File: src/hw/rtl/dpb_pkg.sv
// ----------------------------------------------------------------------------
// dpb_pkg
// Shared widths, register map, reset values and types of the depth pixel
// back-projection block.
// ----------------------------------------------------------------------------
package dpb_pkg;

	// field widths
	localparam int PIX_W   = 12;
	localparam int DEPTH_W = 16;
	localparam int CTR_W   = 16;
	localparam int INV_W   = 24;
	localparam int COORD_W = 32;
	localparam int OFS_W   = 16;                 // |pixel q.4 - center q12.4|
	localparam int MZ_W    = OFS_W + DEPTH_W;    // offset * depth
	localparam int PROD_W  = MZ_W + INV_W;       // offset * depth * 1/f, q.28
	localparam int FRAC_SHIFT = 20;              // q.28 -> q.8
	localparam int RND_W   = PROD_W + 1;
	localparam int Q8_W    = RND_W - FRAC_SHIFT;

	// configuration port
	localparam int ADDR_W = 5;
	localparam int DATA_W = 32;
	localparam int IDX_W  = 3;

	typedef enum logic [IDX_W-1:0] {
		REG_INV_FOCAL_X = 3'd0,
		REG_INV_FOCAL_Y = 3'd1,
		REG_CENTER_X    = 3'd2,
		REG_CENTER_Y    = 3'd3,
		REG_DEPTH_LIMIT = 3'd4
	} reg_idx_t;

	// reset values
	localparam logic [INV_W-1:0]   RST_INV_FOCAL_X = 24'd27962;
	localparam logic [INV_W-1:0]   RST_INV_FOCAL_Y = 24'd27962;
	localparam logic [CTR_W-1:0]   RST_CENTER_X    = 16'd5120;
	localparam logic [CTR_W-1:0]   RST_CENTER_Y    = 16'd3840;
	localparam logic [DEPTH_W-1:0] RST_DEPTH_LIMIT = 16'd2000;

	// saturation bounds
	localparam logic [COORD_W-1:0] COORD_MAX = {1'b0, {(COORD_W-1){1'b1}}};
	localparam logic [COORD_W-1:0] COORD_MIN = {1'b1, {(COORD_W-1){1'b0}}};

	typedef struct packed {
		logic [INV_W-1:0]   inv_focal_x;
		logic [INV_W-1:0]   inv_focal_y;
		logic [CTR_W-1:0]   center_x;
		logic [CTR_W-1:0]   center_y;
		logic [DEPTH_W-1:0] depth_limit;
	} cfg_t;

endpackage

File: src/hw/rtl/dpb_axis.sv
// ----------------------------------------------------------------------------
// dpb_axis
// One axis of the back-projection: (pixel - center) * depth * 1/f, rounded
// to q.8 and saturated. Three register stages (s2..s4).
// ----------------------------------------------------------------------------
module dpb_axis (
	input  logic                               clk,
	input  logic        [dpb_pkg::PIX_W-1:0]   pix,
	input  logic        [dpb_pkg::CTR_W-1:0]   ctr,
	input  logic        [dpb_pkg::INV_W-1:0]   inv,
	input  logic        [dpb_pkg::DEPTH_W-1:0] depth,
	output logic signed [dpb_pkg::COORD_W-1:0] coord
);
	import dpb_pkg::*;

	logic [OFS_W-1:0]   p4;
	logic               neg;
	logic [OFS_W-1:0]   mag;
	logic [MZ_W-1:0]    mz_s2;
	logic               neg_s2;
	logic [PROD_W-1:0]  prod_s3;
	logic               neg_s3;
	logic [RND_W-1:0]   rnd;
	logic [Q8_W-1:0]    q8;
	logic [COORD_W-1:0] sat;
	logic [COORD_W-1:0] coord_s4;

	// offset from principal point, sign and magnitude in q.4
	assign p4  = {pix, 4'b0000};
	assign neg = p4 < ctr;
	assign mag = neg ? (ctr - p4) : (p4 - ctr);

	// s2: offset times depth
	always_ff @(posedge clk) begin
		mz_s2  <= MZ_W'(mag) * MZ_W'(depth);
		neg_s2 <= neg;
	end

	// s3: times reciprocal focal length
	always_ff @(posedge clk) begin
		prod_s3 <= PROD_W'(mz_s2) * PROD_W'(inv);
		neg_s3  <= neg_s2;
	end

	// round half away from zero on the magnitude, then saturate
	assign rnd = RND_W'(prod_s3) + (RND_W'(1) << (FRAC_SHIFT - 1));
	assign q8  = rnd[RND_W-1:FRAC_SHIFT];

	always_comb begin
		if (neg_s3) begin
			if (q8 >= Q8_W'(COORD_MIN))
				sat = COORD_MIN;
			else
				sat = COORD_W'(0) - q8[COORD_W-1:0];
		end else begin
			if (q8 > Q8_W'(COORD_MAX))
				sat = COORD_MAX;
			else
				sat = q8[COORD_W-1:0];
		end
	end

	// s4: result register
	always_ff @(posedge clk) begin
		coord_s4 <= sat;
	end

	assign coord = signed'(coord_s4);

endmodule

File: config.mk
export PLATFORM = sky130hd
export DESIGN_NAME = dpb_axis
export DESIGN_NICKNAME = d
export VERILOG_FILES = /design/src/hw/rtl/dpb_pkg.sv /design/src/hw/rtl/dpb_axis.sv
export SDC_FILE = /design/constraint.sdc
export NUM_CORES = 2
export LEC_CHECK = 0
export BUFFER_PORTS_ARGS = -buffer_cell sky130_fd_sc_hd__clkbuf_2
export CORE_MARGIN = 1.5
export CORE_UTILIZATION = 62
export CTS_BUF_LIST = sky130_fd_sc_hd__clkbuf_8
export DETAILED_ROUTE_END_ITERATION = 8
export PLACE_DENSITY = 0.88
export SLEW_MARGIN = 20
export SYNTH_ARGS = -nofsm -noshare
export SYNTH_HDL_FRONTEND = slang
export SYNTH_SLANG_ARGS = --single-unit
File: constraint.sdc
create_clock -name clk -period 13.17 [get_ports clk]
set_input_delay 3.951 -clock clk [delete_from_list [all_inputs] [get_ports clk]]
set_output_delay 3.951 -clock clk [all_outputs]
set_load 0.005 [all_outputs]
# Word-level counts from Yosys, hierarchy flattened
# Index checks and enable logic that the tools add are counted.
# W data, S select, Z words.
dict set report totals {
  ff_bits 122
  input_bits 69
}
dict set report classes {
  add_sub_neg 4
  order_cmp 3
  multipliers 2
  mux 4
}
# operator n
set op_table {}
lappend op_table {{$mux W32} 3}
lappend op_table {{$add A56 B20 Y57 const B} 1}
lappend op_table {{$mul A32 B24 Y56} 1}
lappend op_table {{$ge A37 B32 Y1 const B} 1}
lappend op_table {{$gt A37 B31 Y1 const B} 1}
lappend op_table {{$mul A16 B16 Y32} 1}
lappend op_table {{$sub A1 B32 Y32 const A} 1}
lappend op_table {{$sub A16 B16 Y16} 2}
lappend op_table {{$lt A16 B16 Y1} 1}
lappend op_table {{$mux W16} 1}

# Depth between registers and ports, before layout
dict set report depth {
  word_depth 4
  depth_mapped 35
  mapped_depth_nobuf 33
}

# Worst setup path after synthesis
# OpenSTA, ideal clock, no wires.
dict set report synth_path {
  path_kind {input -> register}
  from {input pix[5] in the netlist's numbering}
  to {register mz_s2[30]}
  t_arrival_ns 11.571
  path_slack_ns 1.477
  path_stages 33
  cell_sequence {inv_1 > ha_1 > a21o_1 > a221o_1 > a31oi_1 > o31ai_1 > o41a_1 > clkbuf_1 > a21oi_1 > xor2_1 > clkbuf_1 > nand2_1 > fa_1 > inv_1 > fa_1 > inv_1 > fa_1 > inv_1 > fa_1 > fa_1 > inv_1 > fa_1 > inv_1 > ha_1 > and3_1 > a31oi_1 > o21ai_0 > a311oi_1 > o21ai_0 > a31oi_1 > o21ai_0 > mux2i_1 > nand2_1}
}
dict set report synth_between {
  elab_chain_len 3
  elab_cells_between_ends 5
  cone_classes {2 x add/sub; 1 x mul; 1 x order compare; 1 x mux}
}
# element line_no
set synth_lines {}
lappend synth_lines {{start: declaration} dpb_axis.sv:8} ;# input logic [dpb_pkg::PIX_W-1:0] pix,
lappend synth_lines {{$sub A16 B16 Y16 or $lt A16 B16 Y1 (tied branches)} {dpb_axis.sv:31, dpb_axis.sv:30}}
lappend synth_lines {{$mux W16 (*)} dpb_axis.sv:31} ;# assign mag = neg ? (ctr - p4) : (p4 - ctr);
lappend synth_lines {{$mul A16 B16 Y32 (*)} dpb_axis.sv:35} ;# mz_s2 <= MZ_W'(mag) * MZ_W'(depth);
lappend synth_lines {{end signal: assignment} dpb_axis.sv:35}
lappend synth_lines {{end: declaration} dpb_axis.sv:19} ;# logic [MZ_W-1:0] mz_s2;
# Every way passes the cells marked *; elsewhere a longest branch is shown, timed or not.

# Final worst setup path
dict set report layout_path {
  from {input pix[5] in the netlist's numbering}
  to {register mz_s2[31]}
}
# Same word-level chain as after synthesis.

==> impl_metrics.env <==
export IMPL_status="finished clean"
export IMPL_port_buffers=100
export IMPL_cpPeakStageDelay_ns=0.56
export IMPL_synth_cell_types=79
export IMPL_rows=89
export IMPL_endpoint_kind="register"
export IMPL_finalSetupViolCount=0
export IMPL_startpoint_type="primary input"
export IMPL_cts_repair_resized=0
export IMPL_drive_gt1_share_pct=4.80
export IMPL_dominantRegCellSynth="dfxtp_1"
export IMPL_synthSimpleGateAreaFrac_pct=17.3
export IMPL_synth_mux_area_fraction_pct=1.00
export IMPL_grt_overflow_total=0
export IMPL_area_growth_pct=3.52
export IMPL_min_period_over_period_pct=93.3
export IMPL_vias_per_cell=5.83
export IMPL_cp_data_required_time_ns=13.55
export IMPL_clockBufferDepth=2
export IMPL_synth_edf_count=0
export IMPL_multi_input_comb_area_um2=31000
export IMPL_path_clk_slew_ns=0.14
export IMPL_grt_pass1_vias=31400
export IMPL_syn_avg_cell_area_um2=8.84
export IMPL_die_h_um=249
export IMPL_seqCellArea_um2=2060
export IMPL_gp_congestion=0.923
export IMPL_ys_seq_area_share_pct=5.51
export IMPL_startpoint="pix[5]"
export IMPL_yosys_register_bits=103
export IMPL_wl_um=95300
export IMPL_grt_pass1_wl_um=157000
export IMPL_crit_path_frequent_cell="fa_1"
export IMPL_cap_violations=0
export IMPL_synth_adder_area_share_pct=55.9
export IMPL_fin_area_um2=38700
export IMPL_synth_most_common_cell="inv_1"
export IMPL_crit_fanout=14
export IMPL_cp_endpoint="mz_s2[31]"
export IMPL_final_min_clock_period_ns=12.28
export IMPL_drtAntennaViolNets=0
export IMPL_synth_common_cells="inv_1, fa_1, nand2_1"
export IMPL_antenna_found_initial=1
export IMPL_maxSlewViolCount=0
export IMPL_tns_ns=0
export IMPL_grt_use_met1_pct=39.7
export IMPL_synth_compound_area_share_pct=6.11
export IMPL_drt_iter0_drc=2393
export IMPL_cts_root_buf="clkbuf_8"
export IMPL_die_w_um=249
export IMPL_postPlaceCellArea_um2=38500
export IMPL_vias=29000
export IMPL_synth_top_family_by_area="adder cells"
export IMPL_dr_pass1_iters=9
export IMPL_ctsHtreeMaxLevel=3
export IMPL_critPathSlowestCell="xnor2_1"
export IMPL_nets=5429
export IMPL_holdBufCountCts=0
export IMPL_worstReg2RegStart="mz_s2[26]"
export IMPL_cts_sinks=103
export IMPL_hpwl_um=72000
export IMPL_async_flop_share_pct=0
export IMPL_reg2reg_depth=23
export IMPL_syn_area_um2=37400
export IMPL_numCtsBuffers=9
export IMPL_synth_xor_area_share_pct=2.48
export IMPL_met3_usage_pct=8.27
export IMPL_clk_latency_ns=0.46
export IMPL_r2r_end="prod_s3[51]"
export IMPL_tightest_slew_ns=1.15
export IMPL_tritoncts="yes"
export IMPL_hold_viol_final=0
export IMPL_die_area_um2=61800
export IMPL_pin_count=101
export IMPL_busiest_layer="met2"
export IMPL_synth_area_leader_cell="fa_1"
export IMPL_yosys_area_top_type_share_pct=45.6
export IMPL_crit_type="in2reg"
export IMPL_reg2reg_slack_ns=5.39
export IMPL_synth_area_leaders="fa_1, ha_1, inv_1, nand2_1, and2_1"
export IMPL_holdCritPathClass="reg2reg"
export IMPL_postCtsSetupRepairBufs=0
export IMPL_grt_use_total_pct=31.9
export IMPL_fin_worst_skew_ns=0.0353
export IMPL_syn_num_nets=5464
export IMPL_rsz0062_at_grt="no"
export IMPL_slew_headroom_pct=23.5
export IMPL_grt_max_degree=58
export IMPL_gr_usage_met2_pct=52.7
export IMPL_drc=0
export IMPL_yosys_warnings=0
export IMPL_worst_ep_arrival_time_ns=12.67
export IMPL_wl_per_cell_um=19.1
export IMPL_netlist_instances=4234
export IMPL_fillers=4518
export IMPL_clock_fmax_mhz=81.4
export IMPL_core_area_um2=59400
export IMPL_initial_core_util_pct=63.0
==> cells by family after synthesis <==
kind of cell / count (synthesis)
fa+ha+maj: 1161
compound gates: 348
mux: 36
buf+inv: 1160
xor+xnor: 106
flops: 103
simple gates: 1320
==> per-layer routing <==
metal / wire length [µm] / share of wire, %
met5: 0 / 0
met4: 4410 / 4.6
met2: 45100 / 47
met3: 11200 / 12
met1: 34500 / 36
==> metrics by stage <==
stage	hold slack [ns]	setup WS, ns	utilization, %	instances
after floorplan	0.310	1.48	-	4234
after global placement	0.467	0.659	64.9	4961
after detailed placement	0.475	0.433	64.9	4961
after CTS	0.508	0.917	65.3	4977
after global routing	0.548	0.469	65.3	4978
final	0.512	0.889	65.3	4978
==> flip-flops by register name (all words and copies together), names as in the netlist <==
name     count
mz_s2       32
prod_s3     37
neg_s3       1
coord       32
neg_s2       1
==> layout make-up <==
cell class	instances	area share, %
multi-input cells	2971	80.0
inverters	959	9.29
flip-flops and latches	103	5.33
well taps	773	2.50
repair buffers	155	2.36
clock buffers	9	0.320
clock inverters	7	0.245
diodes	1	0.00646
==> how the worst min path moves through the flow <==
stage,startpoint,cells after the start,slack [ns],endpoint
2_1_floorplan,neg_s2,0,0.31,neg_s3
3_3_place_gp,neg_s2,0,0.47,neg_s3
3_5_place_dp,neg_s2,0,0.48,neg_s3
4_1_cts,neg_s2,0,0.51,neg_s3
5_1_grt,neg_s2,0,0.55,neg_s3
6_report,neg_s2,0,0.51,neg_s3
==> cells in the final DEF (no fill, tap or decap), types with 7 or more instances in the layout <==
cell type  synthesis  final
o21a_1            15     15
a21boi_0          11     11
nand3_1           47     47
buf_4              5     55
xnor2_1           69     69
nand2_1          677    677
a21o_1            57     57
o21bai_1          14     14
fa_1             852    852
inv_1            958    958
dfxtp_1          103    102
clkbuf_2           0    100
and3_1            23     23
mux2i_1           24     24
a21oi_1          100    100
and4_1             7      7
ha_1             309    309
clkbuf_8           0      9
a31oi_1           10     10
o211ai_1          12     12
and2_1           398    397
xor2_1            37     37
o31ai_1           14     14
nand2b_1          26     26
o21ai_0           54     54
nand4_1           15     15
nor3_1            26     26
mux2_2             7      7
nor2_1            56     56
==> critical path: cells and delay by family <==
kind            cells  cell delay [ns]
fa+ha+maj           8             3.77
compound gates     10             2.57
simple gates        5             0.90
buf+inv             6             0.59
xor+xnor            1             0.56
mux                 1             0.30
Power is left out: the tool's default activity adds up to more than one toggle a clock period on the data nets, which glitch-free logic cannot reach.
