==> config.mk <==
export PLATFORM = sky130hd
export DESIGN_NAME = dpb_cfg
export DESIGN_NICKNAME = d
export VERILOG_FILES = /design/src/hw/rtl/dpb_pkg.sv /design/src/hw/rtl/dpb_cfg.sv
export SDC_FILE = /design/constraint.sdc
export NUM_CORES = 1
export LEC_CHECK = 0
export ABC_AREA = 1
export BUFFER_PORTS_ARGS = -buffer_cell sky130_fd_sc_hd__buf_2
export CORE_ASPECT_RATIO = 1.25
export CORE_MARGIN = 3
export CORE_UTILIZATION = 54
export CTS_CLUSTER_SIZE = 16
export DETAILED_ROUTE_END_ITERATION = 8
export GPL_TIMING_DRIVEN = 0
export PLACE_DENSITY = 0.83
export SETUP_SLACK_MARGIN = 0.15
export SYNTH_ARGS = -nofsm -noshare
export SYNTH_HDL_FRONTEND = slang
export SYNTH_SLANG_ARGS = --single-unit
==> constraint.sdc <==
create_clock -name clk -period 1.8 [get_ports clk]
set_input_delay 0.09 -clock clk [delete_from_list [all_inputs] [get_ports clk]]
set_output_delay 0.09 -clock clk [all_outputs]
set_load 0.01 [all_outputs]
==> src/hw/rtl/dpb_pkg.sv <==
// ----------------------------------------------------------------------------
// dpb_pkg
// Shared widths, register map, reset values and types of the depth pixel
// back-projection block.
// ----------------------------------------------------------------------------
package dpb_pkg;

	// field widths
	localparam int PIX_W   = 12;
	localparam int DEPTH_W = 16;
	localparam int CTR_W   = 16;
	localparam int INV_W   = 24;
	localparam int COORD_W = 32;
	localparam int OFS_W   = 16;                 // |pixel q.4 - center q12.4|
	localparam int MZ_W    = OFS_W + DEPTH_W;    // offset * depth
	localparam int PROD_W  = MZ_W + INV_W;       // offset * depth * 1/f, q.28
	localparam int FRAC_SHIFT = 20;              // q.28 -> q.8
	localparam int RND_W   = PROD_W + 1;
	localparam int Q8_W    = RND_W - FRAC_SHIFT;

	// configuration port
	localparam int ADDR_W = 5;
	localparam int DATA_W = 32;
	localparam int IDX_W  = 3;

	typedef enum logic [IDX_W-1:0] {
		REG_INV_FOCAL_X = 3'd0,
		REG_INV_FOCAL_Y = 3'd1,
		REG_CENTER_X    = 3'd2,
		REG_CENTER_Y    = 3'd3,
		REG_DEPTH_LIMIT = 3'd4
	} reg_idx_t;

	// reset values
	localparam logic [INV_W-1:0]   RST_INV_FOCAL_X = 24'd27962;
	localparam logic [INV_W-1:0]   RST_INV_FOCAL_Y = 24'd27962;
	localparam logic [CTR_W-1:0]   RST_CENTER_X    = 16'd5120;
	localparam logic [CTR_W-1:0]   RST_CENTER_Y    = 16'd3840;
	localparam logic [DEPTH_W-1:0] RST_DEPTH_LIMIT = 16'd2000;

	// saturation bounds
	localparam logic [COORD_W-1:0] COORD_MAX = {1'b0, {(COORD_W-1){1'b1}}};
	localparam logic [COORD_W-1:0] COORD_MIN = {1'b1, {(COORD_W-1){1'b0}}};

	typedef struct packed {
		logic [INV_W-1:0]   inv_focal_x;
		logic [INV_W-1:0]   inv_focal_y;
		logic [CTR_W-1:0]   center_x;
		logic [CTR_W-1:0]   center_y;
		logic [DEPTH_W-1:0] depth_limit;
	} cfg_t;

endpackage

==> src/hw/rtl/dpb_cfg.sv <==
// ----------------------------------------------------------------------------
// dpb_cfg
// Configuration register file behind the apb-style port.
// ----------------------------------------------------------------------------
module dpb_cfg (
	input  logic                         clk,
	input  logic                         arst_n,
	input  logic                         psel,
	input  logic                         penable,
	input  logic                         pwrite,
	input  logic [dpb_pkg::ADDR_W-1:0]   paddr,
	input  logic [dpb_pkg::DATA_W-1:0]   pwdata,
	output logic [dpb_pkg::DATA_W-1:0]   prdata,
	output logic                         pready,
	output dpb_pkg::cfg_t                cfg
);
	import dpb_pkg::*;

	cfg_t             cfg_q;
	logic             wr_en;
	logic [IDX_W-1:0] idx;

	assign pready = 1'b1;
	assign wr_en  = psel & penable & pwrite & pready;
	assign idx    = paddr[ADDR_W-1:2];
	assign cfg    = cfg_q;

	// register write on the access phase of a write transfer
	always_ff @(posedge clk or negedge arst_n) begin
		if (!arst_n) begin
			cfg_q.inv_focal_x <= RST_INV_FOCAL_X;
			cfg_q.inv_focal_y <= RST_INV_FOCAL_Y;
			cfg_q.center_x    <= RST_CENTER_X;
			cfg_q.center_y    <= RST_CENTER_Y;
			cfg_q.depth_limit <= RST_DEPTH_LIMIT;
		end else if (wr_en) begin
			unique case (idx)
				REG_INV_FOCAL_X: cfg_q.inv_focal_x <= pwdata[INV_W-1:0];
				REG_INV_FOCAL_Y: cfg_q.inv_focal_y <= pwdata[INV_W-1:0];
				REG_CENTER_X:    cfg_q.center_x    <= pwdata[CTR_W-1:0];
				REG_CENTER_Y:    cfg_q.center_y    <= pwdata[CTR_W-1:0];
				REG_DEPTH_LIMIT: cfg_q.depth_limit <= pwdata[DEPTH_W-1:0];
				default: ;
			endcase
		end
	end

	// read mux
	always_comb begin
		unique case (idx)
			REG_INV_FOCAL_X: prdata = DATA_W'(cfg_q.inv_focal_x);
			REG_INV_FOCAL_Y: prdata = DATA_W'(cfg_q.inv_focal_y);
			REG_CENTER_X:    prdata = DATA_W'(cfg_q.center_x);
			REG_CENTER_Y:    prdata = DATA_W'(cfg_q.center_y);
			REG_DEPTH_LIMIT: prdata = DATA_W'(cfg_q.depth_limit);
			default:         prdata = '0;
		endcase
	end

endmodule

### Word-level counts from Yosys, hierarchy flattened

Index checks and enable logic that the tools add are counted.
Widths: inputs -> output; s select.

* input port bits: 42
* output and inout port bits: 129
* word-level logic and storage cells: 18
* register bits after elaboration: 96

* reduce and logical (&&, ||, !) cells: 6
* equal/unequal tests: 4
* bitwise operators: 2
* mux-type cells: 1

Operators with widths (number)
* $pmux 24 s5: 1
* $reduce_and 2->1: 5
* $eq 3x2->1 const B: 2
* $eq 3x1->1 const B: 1
* $eq 3x3->1 const B: 1
* $logic_not 3->1: 1
* $and 1x1->1: 2

### Longest topological paths before layout

Gate-level depths: netlist (run 1).

* depth after elaboration: 3
* gate-level depth with buffers: 9
* gate-level depth less buffers: 7

### Worst setup path after synthesis (run 1)

No wires, ideal clock.

* path kind: input-to-reg
* start: input paddr[4] (netlist bit)
* end: register cfg_q (netlist bit cfg[65])
* data arrival time: 0.956 ns
* setup slack: 0.712 ns
* path buffers: 3
* stages on the path: 9
* library setup time: 0.132 ns
* data required time: 1.668 ns
* cell sequence: buf_6 inv_4 nand3_4 inv_6 nand2_4 buf_6 buf_6 nand2_1 o21ai_0

* longest elaborated chain between the ends: 2

RTL lines
* start, declared: line dpb_cfg.sv:11 `input logic [dpb_pkg::ADDR_W-1:0] paddr,`
* $eq 3x1->1: line dpb_cfg.sv:37 `unique case (idx)`
* $reduce_and 2->1 (no line)
* end, declared: line dpb_cfg.sv:19 `cfg_t cfg_q;`

Every way passes these cells.
A chain may end at the register's enable or synchronous reset.

### Worst setup path after layout (run 1)

* start: register cfg_q (netlist bit cfg[53])
* end: output prdata[5] (netlist bit)

* longest elaborated chain between the ends: 1

RTL lines
* $pmux 24 s5: line dpb_cfg.sv:50 `unique case (idx)`
* end, declared: line dpb_cfg.sv:13 `output logic [dpb_pkg::DATA_W-1:0] prdata,`

Every way passes these cells.

==> impl_metrics.sql, run 1 <==
INSERT INTO impl_metrics (metric_group, metric, value, unit) VALUES
('cts', 'cts_sink_cnt', '96', ''),
('final_layout', 'largest_reg_flops', '96', ''),
('cts', 'cts_max_path_buffers', '2', ''),
('critical_path', 'cp_max_fo', '3', ''),
('floorplan', 'boundaryPins', '171', ''),
('detailed_routing', 'vias', '4875', ''),
('detailed_routing', 'avgViaCountPerCell', '5.52', ''),
('critical_path', 'r2r.worst_path.cells', '2', ''),
('hold_path', 'min-delay-path-class', 'in -> reg', ''),
('final_layout', 'area_delta_synth_final', '31.8', '%'),
('place', 'detailedPlace.worstSlack', '0.329', 'ns'),
('cts', 'tritoncts', 'done', ''),
('critical_path', 'timing.critical_path.required', '1.71', 'ns'),
('pwr', 'p_per_area', '1070', 'mW/mm²'),
('critical_path', 'timing.reg2reg.setup_slack', '0.99', 'ns'),
('cts', 'cts.reportedPaths.clkPinSlew', '0.09', 'ns'),
('grt', 'wire_length_of_the_first_global_routing_pass', '24.7', 'mm'),
('flow_run', 'drv.max_cap_violation_count', '0', ''),
('critical_path', 'critical_path.startpoint_type', 'flop', ''),
('detailed_routing', 'avgRoutedWirePerCell', '17.7', 'µm'),
('place', 'hpwl', '10.6', 'mm'),
('pwr', 'leakage', '0.00341', 'µW'),
('grt', 'globalRouteTotalUtil', '0.326', ''),
('sta', 'post_route_clock_skew', '0', 'ns'),
('logic_synthesis', 'postSynthRegisterBits', '96', ''),
('logic_synthesis', 'synthCells', '567', ''),
('final_layout', 'num-nets-final', '803', ''),
('critical_path', 'timing.critical_path.slowest_cell_delay', '0.55', 'ns'),
('final_layout', 'sequential_cell_area', '0.00244', 'mm²'),
('outcome', 'run_status', 'completed', ''),
('floorplan', 'dieWidth', '89.7', 'µm'),
('final_layout', 'final_cells', '883', ''),
('critical_path', 'crit_path_cell_trace', 'nand4_1 > nand2_1 > nor2_1 > nand2_1 > buf_2', ''),
('logic_synthesis', 'synth_largest_type_area_fraction', '0.349', ''),
('floorplan', 'chipHeight', '111', 'µm'),
('logic_synthesis', 'synthesis.area', '0.00473', 'mm²'),
('floorplan', 'initial_utilization', '0.564', ''),
('sta', 'tightest_slew', '0.717', 'ns'),
('place', 'placed_cells_incl_taps', '842', ''),
('logic_synthesis', 'yosysTopAreaCell', 'sky130_fd_sc_hd__dfrtp_1', ''),
('place', 'gp_routability_congestion', '0.875', ''),
('detailed_routing', 'drt_first_iter_violations', '431', ''),
('cts', 'clock_insertion_delay_at_the_later_pin_of_the_skew_report', '0.37', 'ns'),
('hold_path', 'hold_crit_depth', '4', ''),
('final_layout', 'final_common_cell', 'sky130_fd_sc_hd__nand2_1', ''),
('detailed_routing', 'drtAntennaViolNets', '0', ''),
('logic_synthesis', 'yosys_warnings', '0', ''),
('floorplan', 'design.core.area', '0.00838', 'mm²'),
('sta', 'postLayoutSetupSlackWorst', '0.315', 'ns'),
('final_layout', 'layout-drive-gt1-share', '0.334', ''),
('sta', 'final_period_minus_worst_setup_slack', '1.48', 'ns'),
('floorplan', 'floorplan.rows', '37', ''),
('logic_synthesis', 'post_synth_main_area_contributors', 'sky130_fd_sc_hd__dfrtp_1 35%, sky130_fd_sc_hd__dfstp_2 17%, sky130_fd_sc_hd__nand2_1 14%', ''),
('pwr', 'ir_worst_vdd', '0.596', 'mV'),
('final_layout', 'filler_instances', '611', ''),
('grt', 'maximum_number_of_pins_on_one_net_before_global_route_repair', '60', ''),
('cts', 'clock_tree.htree_level_count', '3', ''),
('cts', 'cts_resized', '0', ''),
('grt', 'first_global_vias', '4962', ''),
('final_layout', 'layout.cells.most_common_list', '180 x sky130_fd_sc_hd__nand2_1, 160 x sky130_fd_sc_hd__buf_2, 66 x sky130_fd_sc_hd__dfrtp_1, 49 x sky130_fd_sc_hd__inv_1', ''),
('logic_synthesis', 'postSynthAreaPerCell', '8.34', 'µm²'),
('critical_path', 'worstSetupEndpointType', 'output port', ''),
('grt', 'initial_antenna_violation_count', '0', ''),
('final_layout', 'multi_input_comb_area', '0.00180', 'mm²'),
('critical_path', 'critical_path_class', 'reg -> out', ''),
('sta', 'total_of_endpoints_with_negative_setup_slack_in_the_final_report', '0', ''),
('logic_synthesis', 'yosys.cell_types.count', '25', ''),
('sta', 'final_hold_viol_count', '0', ''),
('detailed_routing', 'drt_drc', '0', ''),
('sta', 'drv_slew', '0', ''),
('floorplan', 'floorplan.die_area', '0.00992', 'mm²');
## metal layers
layer,wire (µm),track usage,up-vias
li1,-,-,2194
met1,5780,0.391,2304
met2,7650,0.518,314
met3,1520,0.0784,63
met4,708,0.193,0
met5,0,0,-
## Yosys cell counts
master and count:
sky130_fd_sc_hd__nand3_4 2, sky130_fd_sc_hd__dfrtp_1 66, sky130_fd_sc_hd__clkbuf_1 3, sky130_fd_sc_hd__nand3_1 33, sky130_fd_sc_hd__nand2_4 2, sky130_fd_sc_hd__nor2_1 24, sky130_fd_sc_hd__o21ai_1 47, sky130_fd_sc_hd__inv_1 49
sky130_fd_sc_hd__inv_4 1, sky130_fd_sc_hd__nand2_1 180, sky130_fd_sc_hd__conb_1 2, sky130_fd_sc_hd__o21ai_2 9, sky130_fd_sc_hd__dfstp_2 30, sky130_fd_sc_hd__buf_2 11, sky130_fd_sc_hd__nor2_4 3, sky130_fd_sc_hd__o21ai_0 47
sky130_fd_sc_hd__buf_6 14, sky130_fd_sc_hd__inv_2 2, sky130_fd_sc_hd__nand2_2 1, sky130_fd_sc_hd__buf_1 3, sky130_fd_sc_hd__nor3_4 1, sky130_fd_sc_hd__nand3_2 2, sky130_fd_sc_hd__inv_6 1, sky130_fd_sc_hd__buf_4 10
sky130_fd_sc_hd__nand4_1 24
## report_power, final
part	internal, µW	leakage, µW	switching [µW]	total (µW)
logic	658	0.00210	946	1600
clock network	1280	0.000150	771	2050
registers	2660	0.00116	340	3000
## metrics by stage
step	hold slack (ns)	power, µW	setup TNS, ns	utilization	area [µm²]
floorplan	-0.206	3780	0	-	4750
global placement	0.304	4490	-13.67	0.674	5650
detailed placement	0.0869	4560	0	0.678	5680
CTS	0.0950	6630	0	0.744	6230
global route	0.115	6950	0	0.744	6230
finish	0.121	6660	0	0.744	6230
## final timing paths
path | startpoint | end
max in group asynchronous | arst_n | cfg[49]$_DFFE_PN1P_
worst max-delay path | cfg[53]$_DFFE_PN1P_ | prdata[5]
worst min register to register | cfg[42]$_DFFE_PN1P_ | cfg[42]$_DFFE_PN1P_
worst max register to register | cfg[26]$_DFFE_PN1P_ | cfg[26]$_DFFE_PN1P_
min in group asynchronous | arst_n | cfg[43]$_DFFE_PN0P_
worst min-delay path | paddr[4] | cfg[15]$_DFFE_PN0P_
## layout make-up
| cell class | count | share of cell area |
|---|---|---|
| plain buffers | 41 | 0.0498 |
| clock buffers | 11 | 0.0243 |
| clock inverters | 5 | 0.0241 |
| inverters | 53 | 0.0331 |
| multi-input cells | 384 | 0.288 |
| flip-flops and latches | 96 | 0.391 |
| well taps | 117 | 0.0235 |
| repair buffers | 176 | 0.165 |
## cells by family after synthesis
logic type / Yosys count / synth area share
flip-flops: 96 / 0.516
other: 2 / 0.00159
buffers and inverters: 94 / 0.109
AND/OR/NAND/NOR: 272 / 0.257
AO/OA/AOI/OAI: 103 / 0.116
## worst max-delay path: cells and delay by family (launching register included)
family | cells | cell delay (ns)
simple gates | 4 | 0.35
buf+inv | 1 | 0.12
flops | 1 | 0.55
## what timing repair did
action | in CTS | in global routing
endpoints found under the hold margin | 57 | 0
hold buffers | 25 | 0
endpoints found under the setup margin | 0 | 0
setup buffers | 0 | 0
Note: power is estimated with default switching activity, not from simulation.
==> run 2: changes to the inputs <==
Settings changed: CORE_UTILIZATION 54 to 50, PLACE_DENSITY 0.83 to 0.77.
Clock period 1.8 ns to 1.4 ns, I/O delays scaled along.
==> run 2 against run 1 <==
Effect of this change: die area up 7.5%; clock-buffer cell count up 2; final cell count up 4.0%; global-route usage down 2.2 points; clock skew unchanged; non-clock buffer count up 28; worst setup slack worse by 0.29 ns; sequential power up 28%; register-to-register slack worse by 0.54 ns; sequential cell count unchanged; final area up 5.5%; critical endpoint is now prdata[10]; largest cell class unchanged; highest routed layer unchanged.
==> impl_metrics.sql, run 2 (same netlist as run 1, synthesis figures left out) <==
INSERT INTO impl_metrics (metric_group, metric, value, unit) VALUES
('outcome', 'run_status', 'completed', ''),
('pwr', 'p_per_area', '1320', 'mW/mm²'),
('floorplan', 'floorplan.rows', '39', ''),
('place', 'port-buffer-count', '150', ''),
('critical_path', 'timing.critical_path.required', '1.33', 'ns'),
('sta', 'summed_negative_setup_slack_over_all_endpoints', '0', 'ns'),
('grt', 'initial_antenna_violation_count', '0', ''),
('cts', 'ctsRootBufferMaster', 'sky130_fd_sc_hd__clkbuf_16', ''),
('cts', 'cts_made_buffers', '9', ''),
('flow_run', 'drv.max_cap_violation_count', '0', ''),
('final_layout', 'layout-drive-gt1-share', '0.379', ''),
('sta', 'drv_slew', '0', ''),
('place', 'hpwl', '10.6', 'mm'),
('pwr', 'finalPower', '8710', 'µW'),
('grt', 'wire_length_of_the_first_global_routing_pass', '24.7', 'mm'),
('sta', 'rsz0062_at_grt', 'yes', ''),
('grt', 'grt_overflow', '0', ''),
('sta', 'clock.fmax', '727', 'MHz'),
('detailed_routing', 'drt_pass1_iterations', '6', ''),
('floorplan', 'boundaryPins', '171', ''),
('hold_path', 'min-delay-path-class', 'in -> reg', ''),
('sta', 'total_of_endpoints_with_negative_setup_slack_in_the_final_report', '0', ''),
('detailed_routing', 'avgRoutedWirePerCell', '17.7', 'µm'),
('sta', 'fin_crit_sh', '0.982', ''),
('final_layout', 'final_common_cell', 'sky130_fd_sc_hd__nand2_1', ''),
('floorplan', 'chipHeight', '115', 'µm'),
('grt', 'globalRouteTotalUtil', '0.304', ''),
('final_layout', 'area_delta_synth_final', '39.0', '%'),
('detailed_routing', 'drt_first_iter_violations', '474', ''),
('floorplan', 'design.core.area', '0.00917', 'mm²'),
('place', 'gp_routability_congestion', '0.857', ''),
('sta', 'final_period_minus_worst_setup_slack', '1.37', 'ns'),
('cts', 'cts_sink_cnt', '96', ''),
('cts', 'cts.reportedPaths.clkPinSlew', '0.07', 'ns'),
('final_layout', 'filler_instances', '710', ''),
('final_layout', 'num-nets-final', '831', ''),
('floorplan', 'floorplan.die_area', '0.0107', 'mm²'),
('detailed_routing', 'drtAntennaViolNets', '0', ''),
('grt', 'maximum_number_of_pins_on_one_net_before_global_route_repair', '74', ''),
('detailed_routing', 'routed_wl', '16.3', 'mm'),
('critical_path', 'worst_ep_arrival_time', '1.30', 'ns'),
('cts', 'clock_insertion_delay_at_the_later_pin_of_the_skew_report', '0.34', 'ns'),
('cts', 'tritoncts', 'done', ''),
('cts', 'clock_tree.htree_level_count', '3', ''),
('sta', 'tightest_slew', '0.630', 'ns'),
('place', 'detailedPlace.worstSlack', '-0.0341', 'ns'),
('critical_path', 'cp_max_fo', '2', ''),
('sta', 'final_hold_viol_count', '0', ''),
('floorplan', 'dieWidth', '93.0', 'µm'),
('place', 'placed_cell_area', '0.00569', 'mm²'),
('pwr', 'leakage', '0.00359', 'µW'),
('detailed_routing', 'vias', '4999', ''),
('sta', 'postLayoutSetupSlackWorst', '0.0251', 'ns'),
('grt', 'first_global_vias', '4921', ''),
('final_layout', 'largest_reg_flops', '96', ''),
('sta', 'post_route_clock_skew', '0', 'ns'),
('critical_path', 'critical_path_class', 'reg -> out', ''),
('floorplan', 'initial_utilization', '0.515', ''),
('critical_path', 'critical_path.startpoint_type', 'flop', ''),
('cts', 'cts_max_path_buffers', '2', ''),
('critical_path', 'worstSetupEndpointType', 'output port', ''),
('detailed_routing', 'drt_drc', '0', ''),
('pwr', 'ir_worst_vdd', '0.903', 'mV'),
('sta', 'relSlewSlack', '0.580', ''),
('final_layout', 'layout.cells.most_common_list', '179 x sky130_fd_sc_hd__nand2_1, 155 x sky130_fd_sc_hd__buf_2, 66 x sky130_fd_sc_hd__dfrtp_1, 48 x sky130_fd_sc_hd__inv_1, 47 x sky130_fd_sc_hd__o21ai_1', ''),
('detailed_routing', 'avgViaCountPerCell', '5.45', ''),
('final_layout', 'layout.cell_area.non_filler', '0.00657', 'mm²');
## run 2: changes by cell type in the layout (fill, tap and decap cells not counted), sizes merged
cell	delta
buf	+29
bufinv	-4
clkbuf	+3
clkinv	+2
dlygate4sd3	-2
diode	+1
## run 2: per-layer routing
layer  track usage  wire [µm]  up-vias  share of wire
li1              -          -     2262              -
met1         0.370       6140     2353           0.38
met4         0.211        765        0          0.047
met3        0.0611       1530       66          0.094
met2         0.486       7830      318           0.48
met5             0          0        -              0
## run 2: area by class of cell
type,instances,area (µm²),share of cell area
Buffer,41,342,0.0520
Timing Repair Buffer,204,1280,0.195
Clock inverter,3,40.0,0.00609
Sequential cell,96,2440,0.371
Antenna cell,1,2.50,0.000381
Tap cell,123,154,0.0234
Inverter,53,206,0.0314
Clock buffer,13,260,0.0396
Multi-Input combinational cell,384,1840,0.281
## run 2: path summary, 6_finish.rpt
check | startpoint | slack (ns) | endpoint | depth (start not counted)
worst max register to register | cfg[63]$_DFFE_PN0P_ | 0.45 | cfg[63]$_DFFE_PN0P_ | 4
worst min-delay path | pwdata[21] | 0.02 | cfg[93]$_DFFE_PN0P_ | 3
worst min register to register | cfg[77]$_DFFE_PN1P_ | 0.48 | cfg[77]$_DFFE_PN1P_ | 2
worst max-delay path | cfg[42]$_DFFE_PN1P_ | 0.03 | prdata[10] | 5
min in group asynchronous | arst_n | 0.16 | cfg[39]$_DFFE_PN0P_ | 2
max in group asynchronous | arst_n | 0.53 | cfg[51]$_DFFE_PN1P_ | 3
## run 2: report_power, final
group / total [µW] / internal (µW) / switching, µW / leakage [µW]
clock network: 2500 / 1480 / 1020 / 0.000150
logic: 2380 / 1050 / 1330 / 0.00228
registers: 3830 / 3420 / 406 / 0.00116
total: 8710 / 5950 / 2760 / 0.00359
## run 2: through the flow
step                hold slack (ns)  utilization  std cells
floorplan                    -0.226            -        574
global placement              0.284        0.617        847
detailed placement          -0.0123        0.620        848
CTS                         0.00175        0.699        908
global route                 0.0193        0.716        917
finish                       0.0200        0.717        918
## run 2: critical path, stage by stage (launching register included)
cell and delay, ns:
sky130_fd_sc_hd__dfstp_2 0.53, sky130_fd_sc_hd__nand4_1 0.10, sky130_fd_sc_hd__nand2_1 0.09, sky130_fd_sc_hd__nor2_1 0.05, sky130_fd_sc_hd__nand2_2 0.08, sky130_fd_sc_hd__buf_6 0.11
## run 2: timing repair
item	CTS	global route
hold buffers	23	0
resized for setup	15	22
endpoints found under the setup margin	16	16
endpoints found under the hold margin	46	0
setup buffers	21	7
gates cloned	0	2
pin swaps	12	25
==> run 3: changes to the inputs <==
Settings changed: PLACE_DENSITY 0.77 to 0.8.
==> run 3 against run 2 <==
Effect of this change: fmax up 0.62%; final cell count down 0.11%; worst setup slack better by 0.0085 ns; critical endpoint is now prdata[13]; largest cell class unchanged.
==> impl_metrics.sql, run 3 (same netlist as run 1, synthesis figures left out) <==
INSERT INTO impl_metrics (metric_group, metric, value, unit) VALUES
('grt', 'initial_antenna_violation_count', '0', ''),
('critical_path', 'cp_max_fo', '2', ''),
('cts', 'cts.reportedPaths.clkPinSlew', '0.07', 'ns'),
('critical_path', 'endpoint', 'prdata[13]', ''),
('sta', 'post_route_clock_skew', '0', 'ns'),
('sta', 'relSlewSlack', '0.581', ''),
('sta', 'total_of_endpoints_with_negative_setup_slack_in_the_final_report', '0', ''),
('critical_path', 'crit_path_cell_trace', 'nand3_1 > nand2_1 > nor2_1 > nand2_1 > buf_2', ''),
('final_layout', 'layout.cells.most_common_list', '179 x sky130_fd_sc_hd__nand2_1, 158 x sky130_fd_sc_hd__buf_2, 66 x sky130_fd_sc_hd__dfrtp_1, 48 x sky130_fd_sc_hd__o21ai_1, 46 x sky130_fd_sc_hd__inv_1', ''),
('critical_path', 'cp-startpoint', 'cfg[85]$_DFFE_PN1P_', ''),
('floorplan', 'boundaryPins', '171', ''),
('hold_path', 'min-delay-path-class', 'in -> reg', ''),
('detailed_routing', 'drt_pass1_iterations', '5', ''),
('grt', 'globalRouteTotalUtil', '0.303', ''),
('floorplan', 'initial_utilization', '0.515', ''),
('pwr', 'leakage', '0.00359', 'µW'),
('floorplan', 'design.core.area', '0.00917', 'mm²'),
('final_layout', 'post_route_utilization', '0.718', ''),
('critical_path', 'capture_instance_of_the_worst_register_to_register_path', 'cfg[62]$_DFFE_PN1P_', ''),
('critical_path', 'timing.critical_path.required', '1.33', 'ns'),
('critical_path', 'r2r.worst_path.cells', '3', ''),
('floorplan', 'chipHeight', '115', 'µm'),
('critical_path', 'worst_ep_arrival_time', '1.30', 'ns'),
('critical_path', 'timing.critical_path.slowest_cell_delay', '0.54', 'ns'),
('grt', 'first_global_vias', '4919', ''),
('place', 'gp_routability_congestion', '0.873', ''),
('cts', 'clock_insertion_delay_at_the_later_pin_of_the_skew_report', '0.34', 'ns'),
('detailed_routing', 'avgRoutedWirePerCell', '17.6', 'µm'),
('critical_path', 'reg2reg_from', 'cfg[62]$_DFFE_PN1P_', ''),
('floorplan', 'floorplan.die_area', '0.0107', 'mm²'),
('detailed_routing', 'drt_drc', '0', ''),
('critical_path', 'timing.reg2reg.setup_slack', '0.51', 'ns'),
('sta', 'drv_slew', '0', ''),
('cts', 'cts_sink_cnt', '96', ''),
('floorplan', 'dieWidth', '93.0', 'µm'),
('pwr', 'power.net_switching', '2780', 'µW'),
('place', 'port-buffer-count', '150', ''),
('sta', 'final_hold_viol_count', '0', ''),
('grt', 'maximum_number_of_pins_on_one_net_before_global_route_repair', '64', ''),
('critical_path', 'most_frequent_cell_on_the_critical_path', 'sky130_fd_sc_hd__nand2_1', ''),
('detailed_routing', 'avgViaCountPerCell', '5.44', ''),
('pwr', 'clockPowerShare', '0.325', ''),
('final_layout', 'final_common_cell', 'sky130_fd_sc_hd__nand2_1', ''),
('cts', 'cts_max_path_buffers', '2', ''),
('detailed_routing', 'drt_first_iter_violations', '471', ''),
('final_layout', 'largest_reg_flops', '96', ''),
('sta', 'final_period_minus_worst_setup_slack', '1.37', 'ns'),
('floorplan', 'floorplan.rows', '39', ''),
('detailed_routing', 'routed_wl', '16.2', 'mm'),
('pwr', 'p_per_area', '1390', 'mW/mm²'),
('sta', 'clock.fmax', '732', 'MHz'),
('flow_run', 'drv.max_cap_violation_count', '0', ''),
('cts', 'clock_tree.htree_level_count', '3', ''),
('pwr', 'power_switching_share', '0.303', ''),
('pwr', 'ir_worst_vdd', '0.854', 'mV'),
('detailed_routing', 'vias', '4985', ''),
('grt', 'wire_length_of_the_first_global_routing_pass', '25.0', 'mm'),
('place', 'hpwl', '10.6', 'mm'),
('critical_path', 'critical_path.startpoint_type', 'flop', ''),
('grt', 'grt_overflow', '0', ''),
('cts', 'ctsRootBufferMaster', 'sky130_fd_sc_hd__clkbuf_16', ''),
('sta', 'fin_crit_sh', '0.976', ''),
('sta', 'rsz0062_at_grt', 'yes', ''),
('final_layout', 'area_delta_synth_final', '39.3', '%'),
('critical_path', 'critical_path_class', 'reg -> out', ''),
('critical_path', 'master_of_the_slowest_instance_on_the_critical_path', 'sky130_fd_sc_hd__dfstp_2', ''),
('final_layout', 'num-nets-final', '830', ''),
('critical_path', 'worstSetupEndpointType', 'output port', ''),
('outcome', 'run_status', 'completed', ''),
('cts', 'cts_made_buffers', '9', ''),
('sta', 'tightest_slew', '0.629', 'ns'),
('detailed_routing', 'drtAntennaViolNets', '0', ''),
('final_layout', 'layout-drive-gt1-share', '0.378', ''),
('sta', 'hold-worst-slack', '0.0178', 'ns'),
('pwr', 'comb_power_share', '0.259', ''),
('pwr', 'p_int', '6390', 'µW'),
('cts', 'tritoncts', 'done', ''),
('pwr', 'seq_power_share', '0.416', '');
==> run 3: worst min path at each step <==
stage / startpoint / end / slack [ns] / depth (start not counted)
floorplan: arst_n / cfg[0]$_DFFE_PN0P_ / -0.23 / 0
finish: pwdata[17] / cfg[65]$_DFFE_PN0P_ / 0.02 / 3
global route: pwdata[17] / cfg[65]$_DFFE_PN0P_ / 0.04 / 3
global placement: pwdata[11] / cfg[27]$_DFFE_PN1P_ / 0.28 / 3
detailed placement: arst_n / cfg[21]$_DFFE_PN0P_ / 0.05 / 1
CTS: pwdata[17] / cfg[65]$_DFFE_PN0P_ / 0.01 / 3
==> run 3: layer usage <==
layer,vias up,GRT usage,share of wire
li1,2261,-,-
met1,2343,0.363,0.37
met2,321,0.517,0.50
met3,60,0.0526,0.090
met4,0,0.167,0.040
met5,-,0,0
==> run 3: final cells by class <==
class                   count  area, µm²
diodes                      1       2.50
plain buffers              41        334
clock buffers              11        233
clock inverters             5        129
fillers                   729       2590
inverters                  53        210
multi-input cells         384       1840
flip-flops and latches     96       2440
well taps                 123        154
repair buffers            203       1240
==> run 3: worst max-delay path, delay by kind of cell (launching register included) <==
family | cells | cell delay, ns
flops | 1 | 0.54
simple gates | 4 | 0.27
buf+inv | 1 | 0.14
==> run 3: stage by stage <==
step | std cells | total power (µW) | setup TNS [ns] | setup slack [ns] | instance area [µm²]
after floorplan | 574 | 4860 | 0 | 0.332 | 4750
after global placement | 847 | 5780 | -42.82 | -0.598 | 5660
after detailed placement | 848 | 5880 | -0.240 | -0.0337 | 5690
after CTS | 912 | 9080 | 0 | 0.0341 | 6510
after global routing | 916 | 9560 | -0.0166 | -0.0166 | 6580
final | 917 | 9180 | 0 | 0.0337 | 6590
==> run 3: what timing repair did <==
| action | 4_1_cts | 5_1_grt |
|---|---|---|
| hold buffers | 24 | 0 |
| pin swaps | 14 | 17 |
| buffers inserted | 24 | 4 |
| gates resized for setup | 16 | 13 |
| endpoints found under the setup margin | 16 | 16 |
| hold endpoints to repair | 52 | 0 |
==> run 3: power by group through the flow <==
| stage | combinational [µW] | clock [µW] | sequential, µW |
|---|---|---|---|
| final | 2380 | 2980 | 3820 |
| after global routing | 2600 | 3090 | 3880 |
| after CTS | 2320 | 2960 | 3800 |
| after detailed placement | 2000 | 0 | 3880 |
| after global placement | 1930 | 0 | 3850 |
| after floorplan | 782 | 0 | 4080 |
